**config.mk**
```make
export PLATFORM = sky130hd
export DESIGN_NAME = scrambled_setting_key_lookup_unit_flat
export DESIGN_NICKNAME = d
export VERILOG_FILES = /design/src/rtl/sskl_pkg.sv /design/src/rtl/sskl_if.sv /design/src/rtl/sskl_csr.sv /design/src/rtl/sskl_core.sv /design/src/rtl/scrambled_setting_key_lookup_unit.sv /design/src/flat_wrapper.sv
export SDC_FILE = /design/constraint.sdc
export NUM_CORES = 1
export LEC_CHECK = 0
export BUFFER_PORTS_ARGS = -buffer_cell sky130_fd_sc_hd__buf_2
export CORE_MARGIN = 4
export CORE_UTILIZATION = 40
export CTS_BUF_LIST = sky130_fd_sc_hd__clkbuf_8
export DETAILED_ROUTE_END_ITERATION = 12
export SYNTH_ARGS = -nofsm -noshare
export SYNTH_HDL_FRONTEND = slang
export SYNTH_SLANG_ARGS = --single-unit
```
**constraint.sdc**
```tcl
create_clock -name clock -period 3.8 [get_ports clock]
set_input_delay 0.38 -clock clock [delete_from_list [all_inputs] [get_ports clock]]
set_output_delay 0.38 -clock clock [all_outputs]
set_load 0.03 [all_outputs]
```
**src/rtl/sskl_pkg.sv**
```systemverilog
// shared types and constants for the scrambled setting key lookup unit
package sskl_pkg;

   localparam int NAME_CHARS = 8;
   localparam int CSR_INDEX_W = 8;
   localparam int CSR_DATA_W = 64;

   localparam logic [CSR_INDEX_W-1:0] CSR_KEY_NAME_CHARS   = 8'd0;
   localparam logic [CSR_INDEX_W-1:0] CSR_KEY_NAME_LENGTH  = 8'd1;
   localparam logic [CSR_INDEX_W-1:0] CSR_SCRAMBLE_SEED    = 8'd2;
   localparam logic [CSR_INDEX_W-1:0] CSR_MAX_VALUE_LENGTH = 8'd3;

   localparam logic [63:0] KEY_NAME_CHARS_RESET   = 64'd0;
   localparam logic [3:0]  KEY_NAME_LENGTH_RESET  = 4'd4;
   localparam logic [31:0] SCRAMBLE_SEED_RESET    = 32'h73B5_DBFA;
   localparam logic [8:0]  MAX_VALUE_LENGTH_RESET = 9'd4;

   localparam logic [7:0] CASE_MASK = 8'hDF;
   localparam logic [7:0] CHAR_EQUALS = 8'h3D;
   localparam logic [7:0] CHAR_CR = 8'h0D;
   localparam logic [7:0] CHAR_LF = 8'h0A;

   typedef enum logic [1:0] {
      PHASE_SEARCH = 2'd0,
      PHASE_VALUE  = 2'd1,
      PHASE_DONE   = 2'd2
   } phase_type;

   typedef struct packed {
      logic [63:0] key_name_chars;
      logic [3:0]  key_name_length;
      logic [31:0] scramble_seed;
      logic [8:0]  max_value_length;
   } cfg_type;

   typedef struct packed {
      logic [7:0] value_byte;
      logic       byte_valid;
      logic       lookup_done;
      logic       lookup_found;
   } rsp_type;

endpackage

```
**src/rtl/sskl_if.sv**
```systemverilog
// channel interfaces: text byte requests, lookup responses, register writes
interface sskl_req_if;
   logic       valid;
   logic       ready;
   logic [7:0] text_byte;
   logic       first_byte;

   modport source (output valid, output text_byte, output first_byte, input ready);
   modport sink (input valid, input text_byte, input first_byte, output ready);
endinterface

interface sskl_rsp_if;
   logic       valid;
   logic       ready;
   logic [7:0] value_byte;
   logic       byte_valid;
   logic       lookup_done;
   logic       lookup_found;

   modport source (output valid, output value_byte, output byte_valid,
                   output lookup_done, output lookup_found, input ready);
   modport sink (input valid, input value_byte, input byte_valid,
                 input lookup_done, input lookup_found, output ready);
endinterface

interface sskl_csr_if;
   logic        valid;
   logic        ready;
   logic [7:0]  index;
   logic [63:0] data;

   modport source (output valid, output index, output data, input ready);
   modport sink (input valid, input index, input data, output ready);
endinterface

```
**src/rtl/sskl_csr.sv**
```systemverilog
// configuration register file
module sskl_csr
   import sskl_pkg::*;
(
   input  logic       clock,
   input  logic       reset,
   sskl_csr_if.sink   csr_if,
   output cfg_type    cfg
);

   cfg_type cfg_ff;
   logic    wr_en;

   assign csr_if.ready = 1'b1;
   assign wr_en = csr_if.valid;
   assign cfg = cfg_ff;

   always_ff @(posedge clock) begin
      if (reset) begin
         cfg_ff.key_name_chars   <= KEY_NAME_CHARS_RESET;
         cfg_ff.key_name_length  <= KEY_NAME_LENGTH_RESET;
         cfg_ff.scramble_seed    <= SCRAMBLE_SEED_RESET;
         cfg_ff.max_value_length <= MAX_VALUE_LENGTH_RESET;
      end else if (wr_en) begin
         case (csr_if.index)
            CSR_KEY_NAME_CHARS:   cfg_ff.key_name_chars   <= csr_if.data;
            CSR_KEY_NAME_LENGTH:  cfg_ff.key_name_length  <= csr_if.data[3:0];
            CSR_SCRAMBLE_SEED:    cfg_ff.scramble_seed    <= csr_if.data[31:0];
            CSR_MAX_VALUE_LENGTH: cfg_ff.max_value_length <= csr_if.data[8:0];
            default: ;
         endcase
      end
   end

endmodule

```
**src/rtl/sskl_core.sv**
```systemverilog
// per-byte unscramble, key match and value extraction with result register
module sskl_core
   import sskl_pkg::*;
#(
   parameter int TEXT_BYTES = 256
)(
   input  logic       clock,
   input  logic       reset,
   input  cfg_type    cfg,
   sskl_req_if.sink   req_if,
   sskl_rsp_if.source rsp_if
);

   localparam int POS_W = (TEXT_BYTES > 1) ? $clog2(TEXT_BYTES) : 1;
   localparam logic [POS_W-1:0] POS_LAST = POS_W'(TEXT_BYTES - 1);

   logic [31:0]      key_ff, key_in, key_eff;
   logic [POS_W-1:0] pos_ff, pos_in, pos_eff;
   logic [3:0]       match_ff, match_in, match_eff;
   phase_type        phase_ff, phase_in, phase_eff;
   logic [8:0]       wc_ff, wc_in, wc_eff;
   logic             out_valid_ff;
   rsp_type          out_ff, out_in;
   logic             out_load;

   logic             accept;
   logic [7:0]       raw;
   logic [7:0]       plain;
   logic [7:0]       val;
   logic             last;
   logic [3:0]       name_len;
   logic [7:0]       name_char;
   logic [9:0]       wc_inc;
   logic             limit_hit;

   assign req_if.ready = !out_valid_ff || rsp_if.ready;
   assign accept = req_if.valid && req_if.ready;

   always_comb begin
      raw       = req_if.text_byte;
      key_eff   = req_if.first_byte ? cfg.scramble_seed : key_ff;
      pos_eff   = req_if.first_byte ? '0 : pos_ff;
      match_eff = req_if.first_byte ? 4'd0 : match_ff;
      phase_eff = req_if.first_byte ? PHASE_SEARCH : phase_ff;
      wc_eff    = req_if.first_byte ? 9'd0 : wc_ff;

      plain = (raw != 8'd0) ? (raw ^ key_eff[7:0]) : 8'd0;
      last  = (pos_eff == POS_LAST);
      name_len = (cfg.key_name_length > 4'(NAME_CHARS)) ? 4'(NAME_CHARS)
                                                         : cfg.key_name_length;
      name_char = cfg.key_name_chars[{match_eff[2:0], 3'b000} +: 8];
      val = ((plain == CHAR_CR) || (plain == CHAR_LF)) ? 8'd0 : plain;
      wc_inc = {1'b0, wc_eff} + 10'd1;
      limit_hit = 1'b0;

      key_in   = key_eff;
      pos_in   = pos_eff;
      match_in = match_eff;
      phase_in = phase_eff;
      wc_in    = wc_eff;
      out_load = 1'b0;
      out_in   = '0;

      case (phase_eff)
         PHASE_SEARCH: begin
            if (raw != 8'd0) begin
               if (match_eff >= name_len) begin
                  if (plain == CHAR_EQUALS) begin
                     phase_in = PHASE_VALUE;
                  end else begin
                     match_in = 4'd0;
                  end
               end else if (((plain ^ name_char) & CASE_MASK) == 8'd0) begin
                  match_in = match_eff + 4'd1;
               end else begin
                  match_in = 4'd0;
               end
            end
            limit_hit = (phase_in == PHASE_VALUE) && (wc_eff >= cfg.max_value_length);
            if (last || limit_hit) begin
               phase_in = PHASE_DONE;
               out_load = 1'b1;
               out_in.lookup_done = 1'b1;
            end
            key_in = {key_eff[30:0], key_eff[31]};
            pos_in = last ? pos_eff : pos_eff + POS_W'(1);
         end
         PHASE_VALUE: begin
            wc_in = wc_inc[8:0];
            out_load = 1'b1;
            out_in.byte_valid = 1'b1;
            out_in.value_byte = val;
            if (val == 8'd0) begin
               phase_in = PHASE_DONE;
               out_in.lookup_done = 1'b1;
               out_in.lookup_found = 1'b1;
            end else if (last || (wc_inc >= {1'b0, cfg.max_value_length})) begin
               phase_in = PHASE_DONE;
               out_in.lookup_done = 1'b1;
            end
            key_in = {key_eff[30:0], key_eff[31]};
            pos_in = last ? pos_eff : pos_eff + POS_W'(1);
         end
         default: ;
      endcase
   end

   always_ff @(posedge clock) begin
      if (reset) begin
         key_ff       <= SCRAMBLE_SEED_RESET;
         pos_ff       <= '0;
         match_ff     <= 4'd0;
         phase_ff     <= PHASE_SEARCH;
         wc_ff        <= 9'd0;
         out_valid_ff <= 1'b0;
      end else begin
         if (accept) begin
            key_ff   <= key_in;
            pos_ff   <= pos_in;
            match_ff <= match_in;
            phase_ff <= phase_in;
            wc_ff    <= wc_in;
         end
         if (accept && out_load) begin
            out_valid_ff <= 1'b1;
         end else if (rsp_if.ready) begin
            out_valid_ff <= 1'b0;
         end
      end
   end

   always_ff @(posedge clock) begin
      if (accept && out_load) begin
         out_ff <= out_in;
      end
   end

   assign rsp_if.valid        = out_valid_ff;
   assign rsp_if.value_byte   = out_ff.value_byte;
   assign rsp_if.byte_valid   = out_ff.byte_valid;
   assign rsp_if.lookup_done  = out_ff.lookup_done;
   assign rsp_if.lookup_found = out_ff.lookup_found;

   // a held result blocks new bytes
   assert property (@(posedge clock) disable iff (reset)
      out_valid_ff && !rsp_if.ready |-> !req_if.ready)
      else $error("request taken while result stalled");

   // a result without a value byte only ends the lookup
   assert property (@(posedge clock) disable iff (reset)
      out_valid_ff |-> (out_ff.byte_valid || out_ff.lookup_done))
      else $error("empty result beat");

   // success is the terminator beat
   assert property (@(posedge clock) disable iff (reset)
      out_valid_ff && out_ff.lookup_found |->
         out_ff.lookup_done && out_ff.byte_valid && (out_ff.value_byte == 8'd0))
      else $error("malformed success beat");

   // position counter saturates at the last byte
   assert property (@(posedge clock) disable iff (reset)
      pos_ff <= POS_LAST)
      else $error("byte position past end of text");

endmodule

```
**src/rtl/scrambled_setting_key_lookup_unit.sv**
```systemverilog
// top level of the scrambled setting key lookup unit
// a result beat is registered and appears in the cycle after the byte that causes it is taken
// throughput: one text byte per cycle unless a held result stalls, set by the single result register,
//    which refills in the same cycle it drains
// reset: synchronous, clears lookup state and loads register defaults (seed 0x73B5DBFA)
module scrambled_setting_key_lookup_unit
   import sskl_pkg::*;
#(
   parameter int TEXT_BYTES = 256
)(
   input  logic       clock,
   input  logic       reset,
   sskl_req_if.sink   req_if,
   sskl_rsp_if.source rsp_if,
   sskl_csr_if.sink   csr_if
);

   cfg_type cfg;

   sskl_csr u_csr (
      .clock  (clock),
      .reset  (reset),
      .csr_if (csr_if),
      .cfg    (cfg)
   );

   sskl_core #(
      .TEXT_BYTES (TEXT_BYTES)
   ) u_core (
      .clock  (clock),
      .reset  (reset),
      .cfg    (cfg),
      .req_if (req_if),
      .rsp_if (rsp_if)
   );

endmodule
```
**src/flat_wrapper.sv**
```systemverilog
// flat-port wrapper written by rule: the top's interface ports become plain ports
module scrambled_setting_key_lookup_unit_flat import sskl_pkg::*;
#(
   parameter int TEXT_BYTES = 256
)
  (clock, reset, req_if_valid, req_if_text_byte, req_if_first_byte, req_if_ready, rsp_if_valid, rsp_if_value_byte, rsp_if_byte_valid, rsp_if_lookup_done, rsp_if_lookup_found, rsp_if_ready, csr_if_valid, csr_if_index, csr_if_data, csr_if_ready);
  sskl_req_if req_if_i ();
  sskl_rsp_if rsp_if_i ();
  sskl_csr_if csr_if_i ();
  input  logic clock;
  input  logic reset;
  input wire logic [$bits(req_if_i.valid)-1:0] req_if_valid;
  input wire logic [$bits(req_if_i.text_byte)-1:0] req_if_text_byte;
  input wire logic [$bits(req_if_i.first_byte)-1:0] req_if_first_byte;
  output wire logic [$bits(req_if_i.ready)-1:0] req_if_ready;
  output wire logic [$bits(rsp_if_i.valid)-1:0] rsp_if_valid;
  output wire logic [$bits(rsp_if_i.value_byte)-1:0] rsp_if_value_byte;
  output wire logic [$bits(rsp_if_i.byte_valid)-1:0] rsp_if_byte_valid;
  output wire logic [$bits(rsp_if_i.lookup_done)-1:0] rsp_if_lookup_done;
  output wire logic [$bits(rsp_if_i.lookup_found)-1:0] rsp_if_lookup_found;
  input wire logic [$bits(rsp_if_i.ready)-1:0] rsp_if_ready;
  input wire logic [$bits(csr_if_i.valid)-1:0] csr_if_valid;
  input wire logic [$bits(csr_if_i.index)-1:0] csr_if_index;
  input wire logic [$bits(csr_if_i.data)-1:0] csr_if_data;
  output wire logic [$bits(csr_if_i.ready)-1:0] csr_if_ready;
  assign req_if_i.valid = req_if_valid;
  assign req_if_i.text_byte = req_if_text_byte;
  assign req_if_i.first_byte = req_if_first_byte;
  assign req_if_ready = req_if_i.ready;
  assign rsp_if_valid = rsp_if_i.valid;
  assign rsp_if_value_byte = rsp_if_i.value_byte;
  assign rsp_if_byte_valid = rsp_if_i.byte_valid;
  assign rsp_if_lookup_done = rsp_if_i.lookup_done;
  assign rsp_if_lookup_found = rsp_if_i.lookup_found;
  assign rsp_if_i.ready = rsp_if_ready;
  assign csr_if_i.valid = csr_if_valid;
  assign csr_if_i.index = csr_if_index;
  assign csr_if_i.data = csr_if_data;
  assign csr_if_ready = csr_if_i.ready;
  scrambled_setting_key_lookup_unit #(.TEXT_BYTES(TEXT_BYTES)) u_core (.clock(clock), .reset(reset), .req_if(req_if_i), .rsp_if(rsp_if_i), .csr_if(csr_if_i));
endmodule
```
==> metrics.md <==
| Metric | Value |
|---|---|
| CTS max path bufs | `2` |
| GRT overflow | `0` |
| # Post-CTS Setup Buffers | `0` |
| Pwr Total | `0.00345 W` |
| Htree depth | `4` |
| Reg-to-Reg Start | `u_core.u_core.match_ff[0]` |
| Layout cells sized above 1 | `0.163` |
| Routed wire per std cell | `16.2 µm` |
| Tcrit/Tclk final | `0.833` |
| DRT antenna net count | `0` |
| Post-Synthesis Net Count | `1090` |
| Reg2Reg Setup Slack | `0.64 ns` |
| Buf+Inv Stages, Crit Path | `2` |
| Multi-input logic area | `between 0.004 and 0.005 mm²` |
| First-pass GRT wire length | `34.1 mm` |
| Crit path required time | `between 3 and 4 ns` |
| Initial Util | `0.406` |
| Final hold violation count | `0` |
| Die X | `151 µm` |
| Pwr per Cell Area | `368 mW/mm²` |
| Nets | `1161` |
| CP peak stage delay | `between 0.5 and 0.6 ns` |
| Vias per cell | `5.23` |
| Delay-heaviest family, CP | `simple AND/OR/NAND/NOR gates` |
| FMAX | `316 MHz` |
| Worst-Skew Late Latency | `~0.46 ns` |
| Hold Buf Count CTS | `0` |
| Worst setup path startpoint | `u_core.u_core.match_ff[0]` |
| Seq cells post-synth | `168` |
| FF-to-FF path depth | `11` |
| Final wirelength | `21.6 mm` |
| Starting DRT DRC Count | `378` |
| Initial antenna violation count | `0` |
| CP Depth | `11` |
| Yosys cell types | `between 70 and 80` |
| Clock transition at path regs | `0.09 ns` |
| CTS Buf Count | `17` |
| Storage cell area | `approximately 0.0035 mm²` |
| Slew @ Worst Pin | `approximately 0.85 ns` |
| Area grow syn2layout | `14.2%` |
| Yosys top cell area share | `0.383` |
| Vias | `6965` |
| I/O Buffers | `94` |
| VDD IR max | `approximately 0.00028 V` |
| Die height | `about 150 µm` |
| HP Class | `in -> reg` |
| Mapped Avg Cell Area | `8.39 µm²` |
| YS warnings | `0` |
| DRT Pass-1 Iters | `5` |
| Area after DPL | `between 0.008 and 0.009 mm²` |
| Top-Level Pins | `100` |
| Detailed Place HPWL | `15.4 mm` |
| CORE AREA | `0.0202 mm²` |
| Post-route cell area | `0.00938 mm²` |
| CTS sink cnt | `168` |
| Post-synth EDFFs | `11` |
| DRC Markers | `0` |
| End of the worst register-to-register path | `u_core.u_core.rsp_if.value_byte[2]` |
| Post-synth top area cell | `dfxtp_1` |
| CP Launch Type | `flip-flop` |
| Root Driver | `clkbuf_8` |
| Die ar. | `approximately 0.023 mm²` |
| Total track usage | `0.190` |
| Worst Setup EP | `u_core.u_core.rsp_if.value_byte[2]` |
| Antenna diode count | `0` |
| CP cell instances | `nor2b_1, inv_1, ha_1, nand2b_1, a2111oi_0, or4_1, or4_4, a211oi_2, o21ai_2, a21o_1, inv_2` |
| Primary FF master, synth | `dfxtp_1` |
| Synth area leaders | `dfxtp_1 38%, nand2_1 9.6%, mux2i_1 6.2%` |
| Placer Congestion | `roughly 0.88` |
| Critical setup path kind | `reg -> reg` |
| CTS tree | `done` |
| Register area share after synthesis | `0.423` |
| Asr flop ratio synth | `0` |
| Final Setup Violations | `0` |
| Max-slew violations | `0` |
| Clk_skew | `0.0210 ns` |
| Max Cap Viol | `0` |
| Largest net degree at the start of global routing | `82` |
| Netlist Area Pre-Place | `0.00821 mm²` |
| Slew margin rel. | `0.436` |
| Critical path fanouts, max | `11` |
| Leak Pwr | `3.68 nW` |
| PostCTS Resize Cnt | `0` |
| Status | `finished clean` |
| Crit path time final | `approximately 3.2 ns` |
| FILL cells | `2013` |
| Crit path arrival time | `around 3.3 ns` |
| Post-Syn Instances | `between 900 and 1000` |
| Vias in the first global route | `6563` |
| FP Rows | `between 50 and 60` |
| CP max stage cell | `or4_1` |
| CP Capture Type | `flip-flop` |
| Unrepaired setup endpoints after global routing | `no` |
| TNS Setup | `0 ns` |
cell usage after synthesis, types with 11 or more instances:
master / count
nand2b_1: 16
o21ai_0: 19
buf_2: 13
a21oi_1: 92
nor2_1: 83
ha_1: 25
a211o_1: 25
nor2b_1: 19
clkbuf_1: 49
a211oi_1: 18
mux2i_1: 51
dfxtp_1: 157
nand2_1: 210
xor2_1: 16
nand3_1: 16
edfxtp_1: 11
nor3_1: 12
nand3b_1: 28
inv_1: 17
layer usage:
layer,part of all wire,global-route usage,wire [µm],up-vias
met3,0.037,0.0344,797,34
li1,-,-,-,3539
met4,0.022,0.0648,469,0
met5,0,0,0,-
met2,0.48,0.318,10400,127
met1,0.46,0.247,9930,3265
through the flow:
step | instances | hold WS (ns) | util | setup WS [ns]
floorplan | 979 | 0.431 | - | 0.0625
detailed placement | 1301 | 0.446 | 0.443 | 0.212
finish | 1332 | 0.126 | 0.464 | 0.636
CTS | 1332 | 0.0881 | 0.464 | 0.634
global placement | 1301 | 0.441 | 0.443 | 0.282
global route | 1332 | 0.117 | 0.464 | 0.431
worst min-delay path: stages:
cell and delay [ns]:
buf_2 0.07, nand2_1 0.04, nand3b_1 0.07
cell type report:
type / count / area share
Tap cell: 270 / 0.0360
Sequential cell: 168 / 0.370
Timing Repair Buffer: 118 / 0.0723
Inverter: 18 / 0.00720
Multi-Input combinational cell: 727 / 0.470
Clock inverter: 13 / 0.0176
Clock buffer: 18 / 0.0264
report_power, final:
| group | total [W] | switching [W] | internal, W |
|---|---|---|---|
| logic | 0.000280 | 0.000165 | 0.000115 |
| registers | 0.00182 | 0.0000148 | 0.00180 |
| clock network | 0.00136 | 0.000680 | 0.000675 |
registers in the layout, summed over array words and instances (netlist names):
register / cells
u_core.u_core.key_ff: 32
u_core.u_core.match_ff: 4
u_core.u_core.phase_ff: 2
u_core.u_core.pos_ff: 8
u_core.u_core.rsp_if.byte_valid: 1
u_core.u_core.rsp_if.lookup_done: 1
u_core.u_core.rsp_if.lookup_found: 1
u_core.u_core.rsp_if.valid: 1
u_core.u_core.rsp_if.value_byte: 8
u_core.u_core.wc_ff: 9
u_core.u_csr.cfg: 101
logic make-up (layout without fill, tap and decap cells):
family	count (synthesis)	in the layout	share of synthesized area
adder cells (fa/ha/maj)	25	25	0.0381
multiplexers	59	59	0.0800
AO/OA/AOI/OAI	200	200	0.158
XOR/XNOR	24	24	0.0256
AND/OR/NAND/NOR	418	418	0.233
other	1	1	0.000457
flip-flops	168	168	0.423
buffers and inverters	84	167	0.0417
worst min-delay path by stage:
| stage | start | end | slack [ns] | depth (start not counted) |
|---|---|---|---|---|
| 6_report | csr_if_data[21] | u_core.u_csr.cfg[30] | 0.13 | 3 |
| 5_1_grt | csr_if_data[21] | u_core.u_csr.cfg[30] | 0.12 | 3 |
| 4_1_cts | csr_if_data[21] | u_core.u_csr.cfg[30] | 0.09 | 3 |
| 3_5_place_dp | u_core.u_csr.cfg[84] | u_core.u_csr.cfg[84] | 0.45 | 2 |
| 3_3_place_gp | u_core.u_csr.cfg[76] | u_core.u_csr.cfg[76] | 0.44 | 2 |
| 2_1_floorplan | u_core.u_csr.cfg[80] | u_core.u_csr.cfg[80] | 0.43 | 2 |
cell usage in the layout (no fill, tap or decap), drive strengths merged, types with 11 or more instances in the layout:
master  netlist  final
nor3         12     12
clkbuf       49     18
nand2b       16     16
nor2         83     83
edfxtp       11     11
nor2b        19     19
nand3        16     16
mux2i        52     52
xor2         16     16
a211o        25     25
buf          17    118
inv          17     25
a211oi       19     19
o21ai        21     21
ha           25     25
nand3b       28     28
dfxtp       157    157
nand2       210    210
a21oi        93     93
No activity file was read; power rests on OpenSTA's default activity.
